**src/design/lpfr_pkg.sv**
```systemverilog
// ----------------------------------------------------------------------------
// lpfr_pkg
// shared types and constants for the lru page frame replacement block
// ----------------------------------------------------------------------------
package lpfr_pkg;

    localparam int SLOT_W = 3;   // width of the reported frame index
    localparam int MISS_W = 32;  // width of the saturating miss count

    // controller to datapath
    typedef struct packed {
        logic start;   // capture the page and clear the scan flags
        logic scan;    // look at one frame and step the scan index
        logic update;  // apply the replacement and load the result register
    } lpfr_cmd_t;

    // datapath to controller
    typedef struct packed {
        logic scan_last;  // scan index sits on the last frame
    } lpfr_status_t;

endpackage

```
**src/design/lpfr_ctrl.sv**
```systemverilog
// ----------------------------------------------------------------------------
// lpfr_ctrl
// sequencer: accept, scan every frame, update, then hand over the result
// ----------------------------------------------------------------------------
module lpfr_ctrl
(
    input  logic                  clk,
    input  logic                  rst_n,
    input  logic                  s_axis_tvalid,
    output logic                  s_axis_tready,
    output logic                  m_axis_tvalid,
    input  logic                  m_axis_tready,
    input  lpfr_pkg::lpfr_status_t sts,
    output lpfr_pkg::lpfr_cmd_t   cmd
);
    import lpfr_pkg::*;

    typedef enum logic [2:0]
    {
        ST_IDLE   = 3'b001,
        ST_SCAN   = 3'b010,
        ST_UPDATE = 3'b100
    } state_t;

    state_t state_reg;
    state_t state_next;
    logic   out_valid_reg;
    logic   out_valid_next;

    always_comb
    begin
        state_next    = state_reg;
        cmd           = '0;
        s_axis_tready = 1'b0;
        unique case (state_reg)
            ST_IDLE:
            begin
                s_axis_tready = 1'b1;
                if (s_axis_tvalid)
                begin
                    cmd.start  = 1'b1;
                    state_next = ST_SCAN;
                end
            end
            ST_SCAN:
            begin
                cmd.scan = 1'b1;
                if (sts.scan_last)
                begin
                    state_next = ST_UPDATE;
                end
            end
            ST_UPDATE:
            begin
                // hold here while the previous result still waits
                if (!out_valid_reg || m_axis_tready)
                begin
                    cmd.update = 1'b1;
                    state_next = ST_IDLE;
                end
            end
            default:
            begin
                state_next = ST_IDLE;
            end
        endcase
    end

    always_comb
    begin
        out_valid_next = out_valid_reg;
        if (cmd.update)
        begin
            out_valid_next = 1'b1;
        end
        else if (out_valid_reg && m_axis_tready)
        begin
            out_valid_next = 1'b0;
        end
    end

    assign m_axis_tvalid = out_valid_reg;

    always_ff @(posedge clk or negedge rst_n)
    begin
        if (!rst_n)
        begin
            state_reg     <= ST_IDLE;
            out_valid_reg <= 1'b0;
        end
        else
        begin
            state_reg     <= state_next;
            out_valid_reg <= out_valid_next;
        end
    end

endmodule

```
**src/design/lpfr_datapath.sv**
```systemverilog
// ----------------------------------------------------------------------------
// lpfr_datapath
// page memory, frame valid bits, recency ranks, scan registers, miss counter
// and the result register
// ----------------------------------------------------------------------------
module lpfr_datapath
#(
    parameter int FRAME_COUNT = 8,
    parameter int PAGE_BITS   = 16
)
(
    input  logic                        clk,
    input  logic                        rst_n,
    input  lpfr_pkg::lpfr_cmd_t         cmd,
    output lpfr_pkg::lpfr_status_t      sts,
    input  logic [PAGE_BITS-1:0]        page_in,
    output logic                        hit_out,
    output logic [lpfr_pkg::SLOT_W-1:0] frame_slot_out,
    output logic                        evicted_valid_out,
    output logic [PAGE_BITS-1:0]        evicted_page_out,
    output logic [lpfr_pkg::MISS_W-1:0] miss_total_out
);
    import lpfr_pkg::*;

    localparam int IDX_W = (FRAME_COUNT > 1) ? $clog2(FRAME_COUNT) : 1;
    localparam logic [IDX_W-1:0] LAST_IDX = IDX_W'(FRAME_COUNT - 1);
    // rank given to a frame being filled: older than every valid frame
    localparam logic [IDX_W:0] NEW_RANK = (IDX_W + 1)'(FRAME_COUNT);

    // page store, one read port for the scan and one write port
    logic [PAGE_BITS-1:0] page_mem [FRAME_COUNT];
    logic [PAGE_BITS-1:0] rd_data_reg;
    logic [IDX_W-1:0]     rd_addr;
    logic [IDX_W:0]       idx_plus;
    logic                 mem_we;

    logic [FRAME_COUNT-1:0] valid_reg;
    logic [IDX_W-1:0]       rank_reg [FRAME_COUNT];
    logic [MISS_W-1:0]      miss_reg;
    logic [IDX_W-1:0]       idx_reg;

    // scan results
    logic                 found_reg;
    logic [IDX_W-1:0]     hit_slot_reg;
    logic [IDX_W-1:0]     hit_rank_reg;
    logic                 have_victim_reg;
    logic [IDX_W-1:0]     victim_slot_reg;
    logic [IDX_W-1:0]     victim_rank_reg;
    logic [PAGE_BITS-1:0] victim_page_reg;
    logic                 have_empty_reg;
    logic [IDX_W-1:0]     empty_slot_reg;
    logic [PAGE_BITS-1:0] page_reg;

    // current frame under the scan
    logic             cur_valid;
    logic [IDX_W-1:0] cur_rank;
    logic             take_hit;
    logic             take_victim;
    logic             take_empty;

    // update decision
    logic             miss;
    logic             evict;
    logic [IDX_W-1:0] slot;
    logic [IDX_W:0]   old_rank;
    logic [IDX_W+SLOT_W-1:0] slot_ext;

    assign sts.scan_last = (idx_reg == LAST_IDX);

    assign cur_valid   = valid_reg[idx_reg];
    assign cur_rank    = rank_reg[idx_reg];
    assign take_hit    = cmd.scan && cur_valid && !found_reg && (rd_data_reg == page_reg);
    assign take_victim = cmd.scan && cur_valid && (!have_victim_reg || cur_rank > victim_rank_reg);
    assign take_empty  = cmd.scan && !cur_valid && !have_empty_reg;

    // read one ahead so that the data for idx_reg is ready in its cycle
    assign idx_plus = {1'b0, idx_reg} + 1'b1;
    assign rd_addr  = (cmd.scan && !sts.scan_last) ? idx_plus[IDX_W-1:0] : '0;

    assign miss  = !found_reg;
    assign evict = miss && !have_empty_reg;

    always_comb
    begin
        if (found_reg)
        begin
            slot     = hit_slot_reg;
            old_rank = {1'b0, hit_rank_reg};
        end
        else if (have_empty_reg)
        begin
            slot     = empty_slot_reg;
            old_rank = NEW_RANK;
        end
        else
        begin
            slot     = victim_slot_reg;
            old_rank = {1'b0, victim_rank_reg};
        end
    end

    assign mem_we   = cmd.update && miss;
    assign slot_ext = {{SLOT_W{1'b0}}, slot};

    always_ff @(posedge clk)
    begin
        if (mem_we)
        begin
            page_mem[slot] <= page_reg;
        end
        rd_data_reg <= page_mem[rd_addr];
    end

    // control state: scan index, flags, valid bits, ranks, miss counter
    always_ff @(posedge clk or negedge rst_n)
    begin
        if (!rst_n)
        begin
            idx_reg         <= '0;
            found_reg       <= 1'b0;
            have_victim_reg <= 1'b0;
            have_empty_reg  <= 1'b0;
            valid_reg       <= '0;
            miss_reg        <= '0;
            for (int i = 0; i < FRAME_COUNT; i++)
            begin
                rank_reg[i] <= '0;
            end
        end
        else
        begin
            if (cmd.start)
            begin
                idx_reg         <= '0;
                found_reg       <= 1'b0;
                have_victim_reg <= 1'b0;
                have_empty_reg  <= 1'b0;
            end
            else if (cmd.scan)
            begin
                if (!sts.scan_last)
                begin
                    idx_reg <= idx_plus[IDX_W-1:0];
                end
                if (take_hit)
                begin
                    found_reg <= 1'b1;
                end
                if (take_victim)
                begin
                    have_victim_reg <= 1'b1;
                end
                if (take_empty)
                begin
                    have_empty_reg <= 1'b1;
                end
            end
            else if (cmd.update)
            begin
                idx_reg <= '0;
                for (int i = 0; i < FRAME_COUNT; i++)
                begin
                    if (IDX_W'(i) == slot)
                    begin
                        rank_reg[i] <= '0;
                    end
                    else if (valid_reg[i] && ({1'b0, rank_reg[i]} < old_rank))
                    begin
                        rank_reg[i] <= rank_reg[i] + 1'b1;
                    end
                end
                if (miss)
                begin
                    valid_reg[slot] <= 1'b1;
                    if (miss_reg != '1)
                    begin
                        miss_reg <= miss_reg + 1'b1;
                    end
                end
            end
        end
    end

    // payload registers
    always_ff @(posedge clk)
    begin
        if (cmd.start)
        begin
            page_reg <= page_in;
        end
        if (take_hit)
        begin
            hit_slot_reg <= idx_reg;
            hit_rank_reg <= cur_rank;
        end
        if (take_victim)
        begin
            victim_slot_reg <= idx_reg;
            victim_rank_reg <= cur_rank;
            victim_page_reg <= rd_data_reg;
        end
        if (take_empty)
        begin
            empty_slot_reg <= idx_reg;
        end
        if (cmd.update)
        begin
            hit_out           <= found_reg;
            frame_slot_out    <= slot_ext[SLOT_W-1:0];
            evicted_valid_out <= evict;
            evicted_page_out  <= evict ? victim_page_reg : '0;
            // counter value after this access
            miss_total_out    <= (miss && miss_reg != '1) ? miss_reg + 1'b1 : miss_reg;
        end
    end

endmodule

```
**src/design/lru_page_frame_replacement.sv**
```systemverilog
// ----------------------------------------------------------------------------
// lru_page_frame_replacement
// looks up one page reference per transaction in a set of page frames and
// loads it on a miss, replacing the least recently used frame when full
// ----------------------------------------------------------------------------
//  channel   direction  payload
//  s_axis    in         page reference
//  m_axis    out        hit, frame, evicted page, miss count
//
//  each reference passes through an accept state, a scan that reads the frames
//  one by one through the single read port of the page memory, and an update
//  state for ranks, valid bits and the result register.
//  reset empties all frames and clears ranks and the miss count at once.
//  a pending result holds in the output register; the next reference is
//  accepted and scanned, and only its update waits for m_axis_tready.
// ----------------------------------------------------------------------------
module lru_page_frame_replacement
#(
    parameter int FRAME_COUNT = 8,
    parameter int PAGE_BITS   = 16,
    localparam int IN_W     = ((PAGE_BITS + 7) / 8) * 8,
    localparam int OUT_BITS = 1 + lpfr_pkg::SLOT_W + 1 + PAGE_BITS + lpfr_pkg::MISS_W,
    localparam int OUT_W    = ((OUT_BITS + 7) / 8) * 8
)
(
    input  logic             clk,
    input  logic             rst_n,
    input  logic             s_axis_tvalid,
    output logic             s_axis_tready,
    input  logic [IN_W-1:0]  s_axis_tdata,   // page_number
    output logic             m_axis_tvalid,
    input  logic             m_axis_tready,
    output logic [OUT_W-1:0] m_axis_tdata    // hit, frame_slot, evicted_valid,
                                             // evicted_page, miss_total
);
    import lpfr_pkg::*;

    lpfr_cmd_t    cmd;
    lpfr_status_t sts;

    logic                 hit;
    logic [SLOT_W-1:0]    frame_slot;
    logic                 evicted_valid;
    logic [PAGE_BITS-1:0] evicted_page;
    logic [MISS_W-1:0]    miss_total;
    logic [OUT_BITS-1:0]  result;

    lpfr_ctrl u_ctrl
    (
        .clk           (clk),
        .rst_n         (rst_n),
        .s_axis_tvalid (s_axis_tvalid),
        .s_axis_tready (s_axis_tready),
        .m_axis_tvalid (m_axis_tvalid),
        .m_axis_tready (m_axis_tready),
        .sts           (sts),
        .cmd           (cmd)
    );

    lpfr_datapath
    #(
        .FRAME_COUNT (FRAME_COUNT),
        .PAGE_BITS   (PAGE_BITS)
    )
    u_datapath
    (
        .clk               (clk),
        .rst_n             (rst_n),
        .cmd               (cmd),
        .sts               (sts),
        .page_in           (s_axis_tdata[PAGE_BITS-1:0]),
        .hit_out           (hit),
        .frame_slot_out    (frame_slot),
        .evicted_valid_out (evicted_valid),
        .evicted_page_out  (evicted_page),
        .miss_total_out    (miss_total)
    );

    assign result       = {miss_total, evicted_page, evicted_valid, frame_slot, hit};
    assign m_axis_tdata = OUT_W'(result);

endmodule

```
**config.mk**
```make
export PLATFORM = sky130hd
export DESIGN_NAME = lru_page_frame_replacement
export DESIGN_NICKNAME = d
export VERILOG_FILES = /design/src/design/lpfr_pkg.sv /design/src/design/lpfr_ctrl.sv /design/src/design/lpfr_datapath.sv /design/src/design/lru_page_frame_replacement.sv
export SDC_FILE = /design/constraint.sdc
export NUM_CORES = 1
export LEC_CHECK = 0
export BUFFER_PORTS_ARGS = -buffer_cell sky130_fd_sc_hd__buf_2
export CELL_PAD_IN_SITES_DETAIL_PLACEMENT = 0
export CELL_PAD_IN_SITES_GLOBAL_PLACEMENT = 1
export CORE_MARGIN = 1.5
export CORE_UTILIZATION = 24
export DETAILED_ROUTE_END_ITERATION = 8
export GPL_TIMING_DRIVEN = 0
export PLACE_DENSITY_LB_ADDON = 0.3
export SYNTH_ARGS = -nofsm -noshare
export SYNTH_HDL_FRONTEND = slang
export SYNTH_SLANG_ARGS = --single-unit
```
**constraint.sdc**
```tcl
create_clock -name clk -period 4.4 [get_ports clk]
set_clock_uncertainty 0.15 [all_clocks]
set_input_delay 0.66 -clock clk [delete_from_list [all_inputs] [get_ports clk]]
set_output_delay 0.66 -clock clk [all_outputs]
set_load 0.01 [all_outputs]
```
### Word-level counts from Yosys, hierarchy flattened

Memories as Yosys holds them, arrays and structs flattened. A register that Yosys moved wholly into a read port is not among the register bits.
Index checks and enable logic that the tools add are counted.

* add/subtract/negate cells: 10
* magnitude comparators: 13
* equality and inequality tests: 17
* mux-type cells: 56
* bitwise operators: 5
* reduce and logical (&&, ||, !) cells: 58

Operators by type and width (number)
* $mux W3: 28
* $reduce_and A4 Y1: 9
* $add A32 B1 Y32 const B: 1
* $lt A3 B4 Y1: 8
* $mux W32: 1
* $ne A32 B32 Y1 const B: 1
* $add A3 B1 Y3 const B: 9
* $reduce_bool A2 Y1: 13
* $mux W1: 21
* $logic_and A1 B1 Y1: 20
* $eq A16 B16 Y1: 1
* $eq A3 B3 Y1 const A: 4
* $bmux W3 S3: 1
* $pmux W3 S3: 1
* $lt A3 B4 Y1 const B: 2
* $mux W4: 2
* $or A8 B8 Y8: 1
* $reduce_and A2 Y1: 4
* $eq A2 B3 Y1 const A: 2
* $eq A3 B3 Y1 const B: 2
* $logic_not A1 Y1: 6
* $reduce_and A5 Y1: 1
* $ge A4 B4 Y1 const B: 1
* $ne A2 B1 Y1 const B: 2
* 15 further kinds: 18

* register bits after elaboration: 174
* bits in writable memories: 128
* input bits: 20
* memories kept: 1

Memories
* u_datapath.page_mem: words 8, width 16, read ports 1, clocked after Yosys merged registers in 1, wr ports 1, line lpfr_datapath.sv:31 `logic [PAGE_BITS-1:0] page_mem [FRAME_COUNT];`

### Longest topological paths before layout

* depth in word-level cells: 10
* depth in mapped cells: 11
* gate-level depth less buffers: 8

### Hierarchy

Synthesis repeated with hierarchy kept, for this count alone.

* cells, all modules: 946
* area total of the unflattened synthesis: 13751.9 µm²

Modules (own cells, without submodules)
* lpfr_datapath: instances 1, cells an instance 918, area each 13471.7 µm², sequential area each 8918.6 µm²
* lpfr_ctrl: instances 1, cells an instance 22, area each 239.0 µm², sequential area each 101.3 µm²
* lru_page_frame_replacement: instances 1, cells an instance 6, area each 41.3 µm², sequential area each 0.0 µm²

### Worst setup path after synthesis

Ideal clock, no wire load.

* path type: register to register
* start: register u_datapath.idx_reg[0]
* end: register u_datapath.victim_page_reg[0] (enable)
* arrival: 3466 ps
* slack: 375 ps
* cell stages (with the launch flop): 10
* clock period less this slack: 4025 ps
* path through: dfrtp_1 -> buf_2 -> buf_1 -> mux4_2 -> mux2_2 -> ha_1 -> nor2b_1 -> o21a_1 -> o21ai_0 -> a21oi_1

* longest elaborated chain between the ends: 7
* elaborated cells between the ends (all ways): 10
* classes of those cells: order compare (1); mux (5); bitwise (1); reduce/logical (3)

RTL lines
* from (decl): line lpfr_datapath.sv:40 `logic [IDX_W-1:0] idx_reg;`
* from (signal assigned): line lpfr_datapath.sv:143 `idx_reg <= idx_plus[IDX_W-1:0];`
* $not A3 Y4 (not written as such): line lpfr_datapath.sv:71 `assign cur_rank = rank_reg[idx_reg];`
* $bmux W3 S3: line lpfr_datapath.sv:71
* $mux W3 (not written as such) (2 in series): line lpfr_datapath.sv:71
* named net u_datapath.cur_rank[1]: line lpfr_datapath.sv:56 `logic [IDX_W-1:0] cur_rank;`
* $gt A3 B3 Y1: line lpfr_datapath.sv:73 `assign take_victim = cmd.scan && cur_valid && (!have_victim_reg || cur_rank > victim_rank_reg);`
* $logic_or A1 B1 Y1: line lpfr_datapath.sv:73
* $logic_and A1 B1 Y1: line lpfr_datapath.sv:73
* named net u_datapath.take_victim: line lpfr_datapath.sv:58 `logic take_victim;`
* to (signal assigned): line lpfr_datapath.sv:200 `victim_page_reg <= rd_data_reg;`
* to (decl): line lpfr_datapath.sv:49 `logic [PAGE_BITS-1:0] victim_page_reg;`

The timed path passes the listed nets, and every way through them passes these cells. The select of a mux whose other input is x is not followed.
A chain may end at the register's enable or synchronous reset.

### Worst setup path after layout

* start: register u_datapath.found_reg
* end: register u_datapath.rank_reg[6] (netlist name)

* longest elaborated chain between the ends: 5
* elaborated cells between the ends (all ways): 8
* classes of those cells: order compare (1); eq/ne (1); mux (3); reduce/logical (3)

RTL lines
* from (decl): line lpfr_datapath.sv:43 `logic found_reg;`
* from (signal assigned): line lpfr_datapath.sv:120 `found_reg <= 1'b0;`
* from (signal assigned): line lpfr_datapath.sv:135 `found_reg <= 1'b0;`
* from (signal assigned): line lpfr_datapath.sv:147 `found_reg <= 1'b1;`
* $mux W4: line lpfr_datapath.sv:85 `if (found_reg)`
* $lt A3 B4 Y1: line lpfr_datapath.sv:167 `else if (valid_reg[i] && ({1'b0, rank_reg[i]} < old_rank))`
* $logic_and A1 B1 Y1: line lpfr_datapath.sv:167
* $reduce_bool A2 Y1 (no source line)
* $reduce_and A4 Y1 (no source line)
* to (signal, indexed assignment): line lpfr_datapath.sv:169 `rank_reg[i] <= rank_reg[i] + 1'b1;`
* to (decl): line lpfr_datapath.sv:38 `logic [IDX_W-1:0] rank_reg [FRAME_COUNT];`

Several ways; a longest one is shown, not always the timed one.

==> flow_summary.ini <==
[placed_design]
place_congestion = 0.773
placedCellCount = 1798
dp_slack_ns = -0.659
dp_hpwl_mm = 23.7
io_buffers = 74

[cts]
cts-root-buf = clkbuf_16
clk_path_buf_depth = 3
numCtsBuffers = 38
tritoncts = done
path_clk_slew_ns = 0.06
clk_latency_ns = 0.57
clkSinkCount = 318
htree_levels = 2

[cells_and_area]
largest_reg_flops = 128
synthToLayoutAreaGrowth_pct = 21.3
final_util_pct = 29.4
final_cell_count_no_fill = 1870
final_nets = 1135
antenna_cells = 0
fill_cells = 5716
drive_gt1_share_pct = 19.2

[timing]
rsz0062_at_grt = false
finalSetupTns_ns = 0
setup_viol = 0
slew_viol_final = 0
fin_ws_ns = 0.403
clock.fmax_mhz = 250
hold_viol = 0
period_minus_slack_ns = 4.00
tightestPinTransition_ns = 1.21
holdWs_ns = 0.116
slew_headroom_pct = 19.0
finalCritPeriodShare_pct = 90.8

[yosys]
synth.largest_area_cell = edfxtp_1
async_reset_ff_share_pct = 23.3
seq_area_frac_synth_pct = 66.3
synth_area_per_cell_sq_um = 14.3
synth_flop_cell = edfxtp_1
synthDistinctLibCells = 64
synth_commonest_cells = 228 x edfxtp_1, 73 x dfrtp_1, 54 x mux2i_1, 51 x nand2_1, 43 x xnor2_1
yosysWarnings = 0
yosysMostFrequentCell = edfxtp_1
synth_edf_count = 228
syn_area_sq_mm = 0.0136
synth_top_area_share_pct = 50.3
synthTopCellsByArea = edfxtp_1 50%, dfrtp_1 13%, mux2i_1 4.0%
syn_inst = 951
ys_seq_elements = 318

[setup_path]
required_ns = 4.69
crit_arrival_ns = 4.29
reg2reg_from = u_datapath.found_reg
crit_start = u_datapath.found_reg
end_kind = flip-flop
r2r-end = u_datapath.rank_reg[6]
crit_type = reg2reg
ff2ff_setup_slack_ns = 0.40
cp_max_fo = 10
reg2reg_depth = 11
critPathLaunchType = flip-flop

[route]
dr.pass1.iters = 5
drt_iter0_markers = 534
wl_per_cell_um = 18.5
num_vias = 8193
drt_wl_total_mm = 34.7
ant_nets = 0
drc = 0
via_per_inst = 4.38

[floorplanning]
die-area_sq_mm = 0.0581
die_h_um = 241
die_w_um = 241
core_sq_mm = 0.0562
start_util_pct = 24.2
rows = 87
io_pins = 78

[global_routing]
grt_first_pass_wirelength_mm = 52.8
grt_max_degree = 49
grt.total_usage_pct = 12.1
grt.overflow.total = 0
antenna_found_initial = 1
grt_pass1_vias = 8447

[flow_run]
maxCapViolations = 0

[min_path]
hold_path_end = u_datapath.page_reg[6]
min_from = s_axis_tdata[6]
hold_class = in2reg
min_path_cells = 1

[status]
status = complete, no violations

[power_and_ir_drop]
power.density_mw_per_mm2 = 462
leakage_nw = 5.80
irDropWorstVdd_v = 0.000237
## how the worst max path moves through the flow
stage	end	cells after the start
2_1_floorplan	u_datapath.victim_page_reg[0]	9
3_3_place_gp	u_datapath.rank_reg[22]	7
3_5_place_dp	u_datapath.rank_reg[0]	11
4_1_cts	u_datapath.rank_reg[0]	11
5_1_grt	u_datapath.rank_reg[23]	11
6_report	u_datapath.rank_reg[6]	11
## where the power goes
part | internal, mW | total (mW) | switching, mW
registers | 3.43 | 3.57 | 0.143
clock network | 1.84 | 3.13 | 1.29
logic | 0.320 | 0.930 | 0.610
## cells in the final DEF (no fill, tap or decap), types with 19 or more instances in the layout
cell type,count
edfxtp_1,228
buf_2,85
dfrtp_1,73
mux2i_1,54
nand2_1,51
xnor2_1,43
clkbuf_16,38
clkbuf_1,35
xor2_1,33
nand3_1,31
ha_1,30
nor3_1,27
inv_1,23
nor2_1,23
o21ai_0,21
and2_1,19
o221ai_1,19
## stage by stage
step	power [mW]	instance area (sq um)
2_1_floorplan	4.16	13600
3_3_place_gp	4.53	14900
3_5_place_dp	4.56	15200
4_1_cts	7.74	16500
5_1_grt	7.96	16500
6_report	7.63	16500
## layout make-up
| cell class | instances | area [sq um] | share of cell area (%) |
|---|---|---|---|
| flip-flops and latches | 318 | 9020 | 54.6 |
| multi-input cells | 561 | 4340 | 26.3 |
| clock buffers | 49 | 1020 | 6.19 |
| well taps | 756 | 946 | 5.73 |
| repair buffers | 92 | 629 | 3.81 |
| clock inverters | 20 | 229 | 1.39 |
| plain buffers | 49 | 225 | 1.36 |
| inverters | 25 | 93.8 | 0.568 |
## worst max-delay path, cell delays in order (launching register included)
cell	delay, ns
dfrtp_1	0.40
buf_2	0.23
buf_1	0.53
nor2_4	0.22
clkbuf_1	0.34
a22oi_2	0.61
ha_1	0.34
o21ai_0	0.08
a22oi_1	0.15
a21boi_0	0.37
o21ai_0	0.18
a22o_1	0.25
## repair_timing
item | in CTS | in global routing
buffers inserted | 0 | 2
pin swaps | 0 | 1
gates resized for setup | 4 | 0
endpoints found under the setup margin | 24 | 5
gates cloned | 0 | 0
hold buffers | 1 | 0
endpoints found under the hold margin | 37 | 0
## kinds of logic (layout without fill, tap and decap cells)
logic type                 count (synthesis)  count (layout)  share of synthesized area (%)
AOI/OAI and AO/OA                        139             139                           7.81
xor gates and xnor gates                  76              76                           4.89
adders and majority gates                 30              30                           2.76
buffers and inverters                     74             235                           2.32
DFF                                      318             318                           66.3
muxes                                     70              70                           5.96
other                                      1               3                         0.0276
and+or+nand+nor                          243             243                           9.93
## metal layers
layer / up-vias / track usage [%] / wire (um) / share of wire (%)
li1: 3895 / - / - / -
met1: 4073 / 15.9 / 16000 / 46
met2: 164 / 20.2 / 16500 / 48
met3: 59 / 2.38 / 1300 / 3.7
met4: 2 / 3.77 / 916 / 2.6
met5: - / 0 / 10 / 0.029
No activity file was read; power rests on OpenSTA's default activity.
